**src/rtl/zka_pkg.sv**
```systemverilog
// ----------------------------------------------------------------------------
// zka_pkg
// shared types and constants of the zobrist key accumulator
// ----------------------------------------------------------------------------
package zka_pkg;

    localparam int ACTION_W = 3;
    localparam int ID_W     = 4;
    localparam int SQ_W     = 6;
    localparam int CAT_W    = 3;
    localparam int IDX_W    = 10;
    localparam int KEY_W    = 64;
    localparam int HALF_W   = 32;
    localparam int S_DATA_W = 16;
    localparam int M_DATA_W = 64;

    localparam int QUEUE_DEPTH = 4;
    localparam int QPTR_W      = $clog2(QUEUE_DEPTH);
    localparam int QCNT_W      = $clog2(QUEUE_DEPTH + 1);

    // feature kinds
    localparam logic [ACTION_W-1:0] ACT_PIECE  = 3'd0;
    localparam logic [ACTION_W-1:0] ACT_TURN   = 3'd1;
    localparam logic [ACTION_W-1:0] ACT_CASTLE = 3'd2;
    localparam logic [ACTION_W-1:0] ACT_SETUP  = 3'd3;
    localparam logic [ACTION_W-1:0] ACT_EP     = 3'd4;

    // key categories
    localparam logic [CAT_W-1:0] CAT_NONE   = 3'd0;
    localparam logic [CAT_W-1:0] CAT_PIECE  = 3'd1;
    localparam logic [CAT_W-1:0] CAT_TURN   = 3'd2;
    localparam logic [CAT_W-1:0] CAT_CASTLE = 3'd3;
    localparam logic [CAT_W-1:0] CAT_SETUP  = 3'd4;
    localparam logic [CAT_W-1:0] CAT_EP     = 3'd5;

    localparam int CAT_SHIFT = 48;

    localparam logic [KEY_W-1:0] MIX_ADD  = 64'h9e3779b97f4a7c15;
    localparam logic [KEY_W-1:0] MIX_MUL1 = 64'hbf58476d1ce4e5b9;
    localparam logic [KEY_W-1:0] MIX_MUL2 = 64'h94d049bb133111eb;
    localparam logic [KEY_W-1:0] KEY_SEED = 64'hA7E4D3C2B1908F61;

    localparam int MIX_SH1 = 30;
    localparam int MIX_SH2 = 27;
    localparam int MIX_SH3 = 31;

    typedef struct packed {
        logic [CAT_W-1:0] cat;
        logic [IDX_W-1:0] index;
        logic             ok;
        logic             last;
    } zka_feat_t;

endpackage

```
**src/rtl/zka_front.sv**
```systemverilog
// ----------------------------------------------------------------------------
// zka_front
// accepts feature items, checks bounds and forms category and table index
// ----------------------------------------------------------------------------
module zka_front
    import zka_pkg::*;
#(
    parameter int SQUARES         = 64,
    parameter int PIECE_COLOR_IDS = 16,
    parameter int COLORS          = 2,
    parameter int CASTLE_IDS      = 16,
    parameter int SETUP_IDS       = 4
) (
    input  logic                aclk,
    input  logic                aresetn,
    input  logic                s_tvalid,
    output logic                s_tready,
    input  logic [S_DATA_W-1:0] s_tdata,   // action, item_id, square
    input  logic                s_tlast,
    output logic                q_push,
    input  logic                q_full,
    output zka_feat_t           q_data
);

    logic [ACTION_W-1:0] action;
    logic [ID_W-1:0]     item_id;
    logic [SQ_W-1:0]     square;
    logic                id_pc_ok;
    logic                id_col_ok;
    logic                id_cas_ok;
    logic                id_set_ok;
    logic                sq_ok;
    logic [IDX_W-1:0]    sq_index;
    logic                accept;

    zka_feat_t feat_reg, feat_next;
    logic      valid_reg, valid_next;

    assign action  = s_tdata[ACTION_W-1:0];
    assign item_id = s_tdata[ACTION_W +: ID_W];
    assign square  = s_tdata[ACTION_W+ID_W +: SQ_W];

    assign id_pc_ok  = {1'b0, item_id} < (ID_W+1)'(PIECE_COLOR_IDS);
    assign id_col_ok = {1'b0, item_id} < (ID_W+1)'(COLORS);
    assign id_cas_ok = {1'b0, item_id} < (ID_W+1)'(CASTLE_IDS);
    assign id_set_ok = {1'b0, item_id} < (ID_W+1)'(SETUP_IDS);
    assign sq_ok     = {1'b0, square} < (SQ_W+1)'(SQUARES);
    assign sq_index  = IDX_W'(item_id) * IDX_W'(SQUARES) + IDX_W'(square);

    assign q_push   = valid_reg && !q_full;
    assign s_tready = !valid_reg || !q_full;
    assign accept   = s_tvalid && s_tready;
    assign q_data   = feat_reg;

    always_comb begin
        feat_next      = feat_reg;
        feat_next.last = s_tlast;
        case (action)
            ACT_PIECE: begin
                feat_next.cat   = CAT_PIECE;
                feat_next.index = sq_index;
                feat_next.ok    = id_pc_ok && sq_ok;
            end
            ACT_TURN: begin
                feat_next.cat   = CAT_TURN;
                feat_next.index = IDX_W'(item_id);
                feat_next.ok    = id_col_ok;
            end
            ACT_CASTLE: begin
                feat_next.cat   = CAT_CASTLE;
                feat_next.index = IDX_W'(item_id);
                feat_next.ok    = id_cas_ok;
            end
            ACT_SETUP: begin
                feat_next.cat   = CAT_SETUP;
                feat_next.index = IDX_W'(item_id);
                feat_next.ok    = id_set_ok;
            end
            ACT_EP: begin
                feat_next.cat   = CAT_EP;
                feat_next.index = sq_index;
                feat_next.ok    = id_col_ok && sq_ok;
            end
            default: begin
                feat_next.cat   = CAT_NONE;
                feat_next.index = '0;
                feat_next.ok    = 1'b0;
            end
        endcase
    end

    always_comb begin
        valid_next = valid_reg;
        if (accept) begin
            valid_next = 1'b1;
        end else if (q_push) begin
            valid_next = 1'b0;
        end
    end

    always_ff @(posedge aclk) begin
        if (!aresetn) begin
            valid_reg <= 1'b0;
        end else begin
            valid_reg <= valid_next;
        end
    end

    always_ff @(posedge aclk) begin
        if (accept) begin
            feat_reg <= feat_next;
        end
    end

endmodule

```
**src/rtl/zka_queue.sv**
```systemverilog
// ----------------------------------------------------------------------------
// zka_queue
// short fifo of classified features between front and back
// ----------------------------------------------------------------------------
module zka_queue
    import zka_pkg::*;
(
    input  logic      aclk,
    input  logic      aresetn,
    input  logic      push,
    input  zka_feat_t push_data,
    output logic      full,
    input  logic      pop,
    output logic      empty,
    output zka_feat_t pop_data
);

    zka_feat_t          mem [QUEUE_DEPTH];
    logic [QPTR_W-1:0]  wr_ptr_reg, wr_ptr_next;
    logic [QPTR_W-1:0]  rd_ptr_reg, rd_ptr_next;
    logic [QCNT_W-1:0]  count_reg, count_next;
    logic               do_push;
    logic               do_pop;

    assign full     = count_reg == QCNT_W'(QUEUE_DEPTH);
    assign empty    = count_reg == '0;
    assign do_push  = push && !full;
    assign do_pop   = pop && !empty;
    assign pop_data = mem[rd_ptr_reg];

    always_comb begin
        wr_ptr_next = wr_ptr_reg;
        rd_ptr_next = rd_ptr_reg;
        count_next  = count_reg;
        if (do_push) begin
            wr_ptr_next = (wr_ptr_reg == QPTR_W'(QUEUE_DEPTH - 1)) ? '0 : wr_ptr_reg + 1'b1;
        end
        if (do_pop) begin
            rd_ptr_next = (rd_ptr_reg == QPTR_W'(QUEUE_DEPTH - 1)) ? '0 : rd_ptr_reg + 1'b1;
        end
        if (do_push && !do_pop) begin
            count_next = count_reg + 1'b1;
        end else if (do_pop && !do_push) begin
            count_next = count_reg - 1'b1;
        end
    end

    always_ff @(posedge aclk) begin
        if (!aresetn) begin
            wr_ptr_reg <= '0;
            rd_ptr_reg <= '0;
            count_reg  <= '0;
        end else begin
            wr_ptr_reg <= wr_ptr_next;
            rd_ptr_reg <= rd_ptr_next;
            count_reg  <= count_next;
        end
    end

    always_ff @(posedge aclk) begin
        if (do_push) begin
            mem[wr_ptr_reg] <= push_data;
        end
    end

endmodule

```
**src/rtl/zka_back.sv**
```systemverilog
// ----------------------------------------------------------------------------
// zka_back
// splitmix64 key pipeline, running xor accumulator and result register
// ----------------------------------------------------------------------------
module zka_back
    import zka_pkg::*;
(
    input  logic                aclk,
    input  logic                aresetn,
    output logic                q_pop,
    input  logic                q_empty,
    input  zka_feat_t           q_data,
    output logic                m_tvalid,
    input  logic                m_tready,
    output logic [M_DATA_W-1:0] m_tdata,   // key
    output logic                m_tuser    // bad_item
);

    logic adv;

    // stage 1: seed, add, first xor-shift
    logic             v1_reg, v1_next;
    logic             ok1_reg, last1_reg;
    logic [KEY_W-1:0] x1_reg, x1_next;
    logic [KEY_W-1:0] seed_v;
    logic [KEY_W-1:0] add_v;

    // stage 2: partial products with first multiplier
    logic              v2_reg, ok2_reg, last2_reg;
    logic [KEY_W-1:0]  p1_ll_reg, p1_ll_next;
    logic [HALF_W-1:0] p1_lh_reg, p1_lh_next;
    logic [HALF_W-1:0] p1_hl_reg, p1_hl_next;

    // stage 3: sum, second xor-shift
    logic             v3_reg, ok3_reg, last3_reg;
    logic [KEY_W-1:0] x2_reg, x2_next;
    logic [KEY_W-1:0] y_v;

    // stage 4: partial products with second multiplier
    logic              v4_reg, ok4_reg, last4_reg;
    logic [KEY_W-1:0]  p2_ll_reg, p2_ll_next;
    logic [HALF_W-1:0] p2_lh_reg, p2_lh_next;
    logic [HALF_W-1:0] p2_hl_reg, p2_hl_next;

    // stage 5: sum, final xor-shift
    logic             v5_reg, ok5_reg, last5_reg;
    logic [KEY_W-1:0] key5_reg, key5_next;
    logic [KEY_W-1:0] z_v;

    // accumulator and result
    logic [KEY_W-1:0]    acc_reg, acc_next;
    logic                err_reg, err_next;
    logic [KEY_W-1:0]    acc_upd;
    logic                err_upd;
    logic                out_valid_reg, out_valid_next;
    logic [M_DATA_W-1:0] out_key_reg, out_key_next;
    logic                out_bad_reg, out_bad_next;

    assign adv   = !out_valid_reg || m_tready;
    assign q_pop = adv && !q_empty;

    assign m_tvalid = out_valid_reg;
    assign m_tdata  = out_key_reg;
    assign m_tuser  = out_bad_reg;

    always_comb begin
        seed_v  = KEY_SEED ^ (KEY_W'(q_data.cat) << CAT_SHIFT) ^ KEY_W'(q_data.index);
        add_v   = seed_v + MIX_ADD;
        x1_next = add_v ^ (add_v >> MIX_SH1);
        v1_next = !q_empty;
    end

    always_comb begin
        p1_ll_next = KEY_W'(x1_reg[HALF_W-1:0] * MIX_MUL1[HALF_W-1:0]);
        p1_lh_next = HALF_W'(x1_reg[HALF_W-1:0] * MIX_MUL1[KEY_W-1:HALF_W]);
        p1_hl_next = HALF_W'(x1_reg[KEY_W-1:HALF_W] * MIX_MUL1[HALF_W-1:0]);
    end

    always_comb begin
        y_v     = p1_ll_reg + {p1_lh_reg + p1_hl_reg, {HALF_W{1'b0}}};
        x2_next = y_v ^ (y_v >> MIX_SH2);
    end

    always_comb begin
        p2_ll_next = KEY_W'(x2_reg[HALF_W-1:0] * MIX_MUL2[HALF_W-1:0]);
        p2_lh_next = HALF_W'(x2_reg[HALF_W-1:0] * MIX_MUL2[KEY_W-1:HALF_W]);
        p2_hl_next = HALF_W'(x2_reg[KEY_W-1:HALF_W] * MIX_MUL2[HALF_W-1:0]);
    end

    always_comb begin
        z_v       = p2_ll_reg + {p2_lh_reg + p2_hl_reg, {HALF_W{1'b0}}};
        key5_next = z_v ^ (z_v >> MIX_SH3);
    end

    always_comb begin
        acc_upd        = acc_reg ^ (ok5_reg ? key5_reg : '0);
        err_upd        = err_reg || !ok5_reg;
        acc_next       = acc_reg;
        err_next       = err_reg;
        out_key_next   = out_key_reg;
        out_bad_next   = out_bad_reg;
        out_valid_next = out_valid_reg && !m_tready;
        if (adv && v5_reg) begin
            if (last5_reg) begin
                acc_next       = '0;
                err_next       = 1'b0;
                out_key_next   = acc_upd;
                out_bad_next   = err_upd;
                out_valid_next = 1'b1;
            end else begin
                acc_next = acc_upd;
                err_next = err_upd;
            end
        end
    end

    always_ff @(posedge aclk) begin
        if (!aresetn) begin
            v1_reg        <= 1'b0;
            v2_reg        <= 1'b0;
            v3_reg        <= 1'b0;
            v4_reg        <= 1'b0;
            v5_reg        <= 1'b0;
            acc_reg       <= '0;
            err_reg       <= 1'b0;
            out_valid_reg <= 1'b0;
        end else begin
            if (adv) begin
                v1_reg <= v1_next;
                v2_reg <= v1_reg;
                v3_reg <= v2_reg;
                v4_reg <= v3_reg;
                v5_reg <= v4_reg;
            end
            acc_reg       <= acc_next;
            err_reg       <= err_next;
            out_valid_reg <= out_valid_next;
        end
    end

    always_ff @(posedge aclk) begin
        if (adv) begin
            x1_reg    <= x1_next;
            ok1_reg   <= q_data.ok;
            last1_reg <= q_data.last;

            p1_ll_reg <= p1_ll_next;
            p1_lh_reg <= p1_lh_next;
            p1_hl_reg <= p1_hl_next;
            ok2_reg   <= ok1_reg;
            last2_reg <= last1_reg;

            x2_reg    <= x2_next;
            ok3_reg   <= ok2_reg;
            last3_reg <= last2_reg;

            p2_ll_reg <= p2_ll_next;
            p2_lh_reg <= p2_lh_next;
            p2_hl_reg <= p2_hl_next;
            ok4_reg   <= ok3_reg;
            last4_reg <= last3_reg;

            key5_reg  <= key5_next;
            ok5_reg   <= ok4_reg;
            last5_reg <= last4_reg;
        end
        out_key_reg <= out_key_next;
        out_bad_reg <= out_bad_next;
    end

endmodule

```
**src/rtl/zobrist_key_accumulator_unit.sv**
```systemverilog
// ----------------------------------------------------------------------------
// zobrist_key_accumulator_unit
// builds a 64-bit zobrist position key from a stream of position features
//
// s_ channel: one feature item per transfer, tdata = action, item_id, square
// from bit 0 up, tlast marks the final feature of a position.
// m_ channel: one result per position, tdata = key, tuser = bad_item.
// each feature key is derived on the fly by a five-stage splitmix64
// pipeline (two 64-bit multiplies, each split into 32x32 partial products
// over two stages) and xored into a running key.
// throughput: one item per cycle while the result side keeps up.
// once the last item of a position is accepted, its key passes the classify
// register, the queue, the five key stages and the result register before it
// appears on m_tvalid.
// a stalled m_tready freezes the key pipeline; the four-entry queue and the
// front register keep taking items until they fill.
// reset clears the running key, the error flag, the queue and all valids.
// ----------------------------------------------------------------------------
module zobrist_key_accumulator_unit
    import zka_pkg::*;
#(
    parameter int SQUARES         = 64,
    parameter int PIECE_COLOR_IDS = 16,
    parameter int COLORS          = 2,
    parameter int CASTLE_IDS      = 16,
    parameter int SETUP_IDS       = 4
) (
    input  logic                aclk,
    input  logic                aresetn,
    input  logic                s_tvalid,
    output logic                s_tready,
    input  logic [S_DATA_W-1:0] s_tdata,   // action[2:0], item_id[6:3], square[12:7]
    input  logic                s_tlast,
    output logic                m_tvalid,
    input  logic                m_tready,
    output logic [M_DATA_W-1:0] m_tdata,   // key[63:0]
    output logic                m_tuser    // bad_item
);

    logic      q_push;
    logic      q_full;
    logic      q_pop;
    logic      q_empty;
    zka_feat_t q_wr_data;
    zka_feat_t q_rd_data;

    zka_front #(
        .SQUARES         (SQUARES),
        .PIECE_COLOR_IDS (PIECE_COLOR_IDS),
        .COLORS          (COLORS),
        .CASTLE_IDS      (CASTLE_IDS),
        .SETUP_IDS       (SETUP_IDS)
    ) u_front (
        .aclk     (aclk),
        .aresetn  (aresetn),
        .s_tvalid (s_tvalid),
        .s_tready (s_tready),
        .s_tdata  (s_tdata),
        .s_tlast  (s_tlast),
        .q_push   (q_push),
        .q_full   (q_full),
        .q_data   (q_wr_data)
    );

    zka_queue u_queue (
        .aclk      (aclk),
        .aresetn   (aresetn),
        .push      (q_push),
        .push_data (q_wr_data),
        .full      (q_full),
        .pop       (q_pop),
        .empty     (q_empty),
        .pop_data  (q_rd_data)
    );

    zka_back u_back (
        .aclk     (aclk),
        .aresetn  (aresetn),
        .q_pop    (q_pop),
        .q_empty  (q_empty),
        .q_data   (q_rd_data),
        .m_tvalid (m_tvalid),
        .m_tready (m_tready),
        .m_tdata  (m_tdata),
        .m_tuser  (m_tuser)
    );

endmodule
```
**config.mk**
```make
export PLATFORM = sky130hd
export DESIGN_NAME = zobrist_key_accumulator_unit
export DESIGN_NICKNAME = d
export VERILOG_FILES = /design/src/rtl/zka_pkg.sv /design/src/rtl/zka_front.sv /design/src/rtl/zka_queue.sv /design/src/rtl/zka_back.sv /design/src/rtl/zobrist_key_accumulator_unit.sv
export SDC_FILE = /design/constraint.sdc
export NUM_CORES = 2
export LEC_CHECK = 0
export ABC_CLOCK_PERIOD_IN_PS = 40500
export BUFFER_PORTS_ARGS = -buffer_cell sky130_fd_sc_hd__buf_4
export CORE_MARGIN = 3
export CORE_UTILIZATION = 55
export CTS_CLUSTER_SIZE = 8
export DETAILED_ROUTE_END_ITERATION = 8
export PLACE_DENSITY = 0.68
export SKIP_CTS_REPAIR_TIMING = 1
export SYNTH_ARGS = -nofsm -noshare
export SYNTH_HDL_FRONTEND = slang
export SYNTH_SLANG_ARGS = --single-unit
```
**constraint.sdc**
```tcl
create_clock -name aclk -period 40.5 [get_ports aclk]
set_clock_uncertainty 0.1 [all_clocks]
set_input_delay 6.075 -clock aclk [delete_from_list [all_inputs] [get_ports aclk]]
set_output_delay 6.075 -clock aclk [all_outputs]
set_load 0.01 [all_outputs]
```
# Word level (Yosys, flattened, before mapping)
# Memories as Yosys holds them, arrays and structs flattened. A register that Yosys moved wholly into a read port is not among the register bits.
# Index checks and enable logic that the tools add are counted.
[word_totals]
register_bits = 611
ramBits = 60
in_bits = 21
out_inout_bits = 67
wordCells = 110
mem_count = 1
[memory_table]
columns = ["memory", "words", "word_bits", "rd", "rd_clocked_by_memory_dff", "wr", "line", "text"]
rows = [
  ["u_queue.mem", 4, 15, 1, 1, 1, "zka_queue.sv:18", "zka_feat_t mem [QUEUE_DEPTH];"],
]
[classes]
addsub = 10
multipliers = 6
order_cmp = 2
n_eq_ne = 7
muxes = 16
bitwise = 6
reduce_logical = 25
[ops]
columns = ["cell", "count"]
rows = [
  ["61-bit by 64-bit adder with 64-bit output", 2],
  ["64-bit two-way mux", 2],
  ["32-bit by 29-bit multiplier with 61-bit output, second input constant", 2],
  ["14-bit case mux with 5 select lines", 1],
  ["32-bit adder", 2],
  ["64-bit adder, second input constant", 1],
  ["32-bit by 29-bit multiplier with 32-bit output, second input constant", 2],
  ["32-bit by 32-bit multiplier with 32-bit output, second input constant", 2],
  ["64-bit by 10-bit XOR with 64-bit output", 1],
  ["64-bit by 33-bit XOR with 64-bit output", 1],
  ["64-bit by 34-bit XOR with 64-bit output", 1],
  ["64-bit by 37-bit XOR with 64-bit output", 1],
  ["64-bit XOR", 1],
  ["23-bit NOT with 31-bit output", 1],
  ["10-bit by 6-bit adder with 10-bit output", 1],
  ["1-bit logical AND", 9],
  ["1-bit zero test", 8],
  ["2-bit two-way mux", 4],
  ["1-bit two-way mux", 7],
  ["3-bit by 2-bit equality test with 1-bit output, second input constant", 2],
  ["3-bit equality test, second input constant", 2],
  ["3-bit zero test", 2],
  ["3-bit two-way mux", 2],
  ["2-bit by 1-bit adder with 2-bit output, second input constant", 2],
  ["other kinds (9)", 13],
]

# Depth between registers and ports, before layout
[logic_depth]
word_depth = 8
depth_mapped = 28
mapped_depth_nobuf = 28

# Modules after synthesis
# From an unflattened synthesis, not the netlist that was laid out.
[hier_totals]
cells_unflattened = 7163
area_unflattened_um2 = 76418.3
[by_module_without_submodules]
columns = ["module", "n_inst", "cells_each", "area_per_inst_um2", "seq_area_each_um2"]
rows = [
  ["zka_back", 1, 6987, 73036.3, 14664.1],
  ["zka_queue", 1, 129, 2665.1, 1981.9],
  ["zka_front", 1, 47, 716.9, 470.5],
]

# Worst setup path before layout
# Ideal clock, no wire load.
[synth_path]
kind = "input-to-reg"
from = "input port m_tready"
to = "register u_queue.count_reg[2]"
setup_time_ns = 0.076
t_arrival_ns = 17.385
required_time_ns = 40.324
setup_slack_ns = 22.939
cell_stages = 9
path_buffers = 0
path_cell_list = "nor2b_1 > clkinv_1 > o31ai_1 > ha_1 > inv_1 > fa_1 > xor2_1 > or3_1 > a21boi_0"
[synth_between]
elab_chain_len = 6
word_cells_on_any_way = 8
classes_between = "1 x mux; 7 x reduce/logical"
[synth_lines]
columns = ["element", "line", "text"]
rows = [
  ["from (decl)", "zobrist_key_accumulator_unit.sv:35", "input logic m_tready,"],
  ["1-bit logical OR *", "zka_back.sv:59", "assign adv = !out_valid_reg || m_tready;"],
  ["1-bit logical AND *", "zka_back.sv:60", "assign q_pop = adv && !q_empty;"],
  ["1-bit logical AND *", "zka_queue.sv:28", "assign do_pop = pop && !empty;"],
  ["1-bit zero test", "zka_queue.sv:41", "if (do_push && !do_pop) begin"],
  ["1-bit logical AND", "zka_queue.sv:41", ""],
  ["3-bit two-way mux or 2-bit nonzero test (tied branches)", "-", ""],
  ["to (signal assigned)", "zka_queue.sv:56", "count_reg <= count_next;"],
  ["to (decl)", "zka_queue.sv:21", "logic [QCNT_W-1:0] count_reg, count_next;"],
]
# Every way passes the cells marked *; elsewhere a longest branch is shown, timed or not.
# A chain may end at the register's enable or synchronous reset.

# Worst setup path after layout
# Ends and elaborated chain as after synthesis.

==> summary.txt <==
Timing
  – Tcrit/Tclk final: 0.207
  – Setup violators final: 0
  – Fmax: 0.119 GHz
  – Worst-Margin Slew: 1100 ps
  – RSZ-0062 raised after global routing: false
  – Max Slew Vio Count: 0
  – Minimum clock period: 8380 ps
  – Fin. Hold Viols: 0
  – Setup TNS Final: 0 ps
  – Slew Limit Headroom: 0.264

Synth
  – Commonest register cell after synthesis: edfxtp_1
  – Synth top area cells: fa_1 26%, ha_1 22%, edfxtp_1 20%, inv_1 9.6%, xnor2_1 4.2%
  – Largest area contributor in the netlist: fa_1
  – Ys async rst share: 0
  – Synth top area share: 0.264
  – Synth cell types: 100
  – Post-synthesis register bit count: about 600
  – Post-Synthesis Cells: 7,173
  – Synth top cells by count: 1,953 x inv_1, 1,340 x ha_1, 1,012 x fa_1, 516 x edfxtp_1, 372 x xnor2_1
  – Yosys warns: 0
  – Most frequent cell after synthesis: inv_1
  – Avg Cell Area, Syn: 10.7 µm²
  – EDFF count, synth: 516
  – Sequential area share after synthesis: 0.223
  – Synthesized cell area: 76,700 µm²

Clock network
  – Worst-skew pair later-pin latency: 680 ps
  – CTS buffer count: 85
  – Clock Path Buffers: 3
  – Clock root buffer: clkbuf_16
  – Clk slew on worst S/H paths: 50 ps
  – # clock sinks: 597
  – # H-tree levels: 3
  – CTS tree: yes

Routing
  – Detailed Routing Iterations Pass 1: 6
  – Via/cell ratio: around 5.3
  – Vias: approximately 50,000
  – Final wirelength: 191 mm
  – Initial drt markers: 2,683
  – Antenna Nets Post-Route: 0
  – Number of remaining DRC errors: 0
  – WL per Instance: 20.6 µm

Floorplanning
  – Rows: 136
  – Die width: 379 µm
  – Full die area: ~140,000 µm²
  – Num ports: 88
  – Initial core utilization: 0.556
  – Die Ht: 379 µm
  – Total core area: around 140,000 µm²

Flow run
  – MaxCap Viol Count: 0

Global route
  – Vias in the first global route: 52,400
  – Tot GR Track Use: 0.273
  – Antenna violations before repair: 3
  – Largest net degree at the start of global routing: 150
  – First-pass GRT wire length: approximately 300 mm
  – Gr ovfl total: 0

Finish
  – Finished Cell Area: 82,500 µm²
  – Area Overhead vs Synth: 7.54%
  – Fillers: 11,600
  – Nets: 9,724
  – Fraction of layout cells with a size suffix above 1: 0.0423

Outcome
  – Status: complete, no violations

Placed design
  – GP Congestion: around 0.96
  – Port bufs: 84
  – Final HPWL DP: ~160 mm
  – Placed Area: 80,000 µm²

Worst setup path
  – Crit path required time: 41,000 ps
  – Startpoint types: input pin
  – R2R Setup Slk: 32,140 ps
  – Kind of critical path: input pin to flip-flop
  – Crit path DAT: 8880 ps
  – CP max FO: 50
  – Worst setup EP type: flip-flop

Min path
  – Min-delay worst type: flip-flop to flip-flop
kinds of logic (layout without fill, tap and decap cells):
group	count (synthesis)	count (layout)	share of synthesized area
buffers and inverters	2012	2245	0.0985
adders and majority gates	2352	2352	0.483
AOI/OAI and AO/OA	911	911	0.0796
muxes	24	24	0.00560
xor gates and xnor gates	547	547	0.0634
DFF	597	597	0.223
other	2	6	0.0000979
and+or+nand+nor	728	728	0.0470
metrics by stage:
stage | hold slack (ps) | setup WS, ps | utilization | instances
3_3_place_gp | 302 | 31470 | 0.579 | 9127
3_5_place_dp | 305 | 31440 | 0.579 | 9127
5_1_grt | 328 | 31830 | 0.598 | 9271
6_report | 316 | 32120 | 0.598 | 9273
2_1_floorplan | 300 | 22940 | - | 7174
4_1_cts | 317 | 32120 | 0.598 | 9270
critical path: stages:
cell and delay, ps:
buf_4 110, nor2b_1 610, inv_8 320, o31ai_2 390
ha_1 320, inv_1 60, fa_1 370, xor2_1 150
or3_1 290, a21boi_0 160
cell usage in the layout, fill, tap and decap left out, types with 34 or more instances in the layout:
cell type  count
inv_1       1952
ha_1        1340
fa_1        1012
edfxtp_1     516
xnor2_1      372
a21oi_1      262
nand2_1      211
xor2_1       169
nor2_1       159
a21o_1       153
buf_4        147
o21ai_0      136
nor2b_1       95
clkbuf_16     86
dfxtp_1       81
a22oi_1       68
nand2b_1      49
clkbuf_1      48
nand3_1       44
o21a_1        42
o21bai_1      42
nor3_1        34
worst paths after layout:
| path | start | endpoint | cells past startpoint |
|---|---|---|---|
| max | m_tready | u_queue.count_reg[2] | 10 |
| min reg2reg | u_back.ok3_reg | u_back.ok4_reg | 0 |
| max reg2reg | u_back.x1_reg[9] | u_back.p1_ll_reg[46] | 26 |
| min | u_back.ok3_reg | u_back.ok4_reg | 0 |
final cells by class:
class | instances | area, µm² | share of cell area
Clock buffer | 136 | 2360 | 0.0286
Antenna cell | 3 | 7.51 | 0.0000910
Timing Repair Buffer | 148 | 1120 | 0.0136
Sequential cell | 597 | 17100 | 0.207
Tap cell | 1863 | 2330 | 0.0283
Inverter | 1954 | 7340 | 0.0890
Clock inverter | 7 | 151 | 0.00184
Multi-Input combinational cell | 4565 | 52100 | 0.631
metal layers:
metal | routed length, µm | track usage | vias to the layer above
li1 | - | - | 23400
met3 | 8380 | 0.0339 | 381
met2 | 92800 | 0.470 | 1207
met4 | 11800 | 0.145 | 0
met5 | 0 | 0 | -
met1 | 77700 | 0.336 | 24500
Power is left out: the tool's default activity adds up to more than one toggle a clock period on the data nets, which glitch-free logic cannot reach.
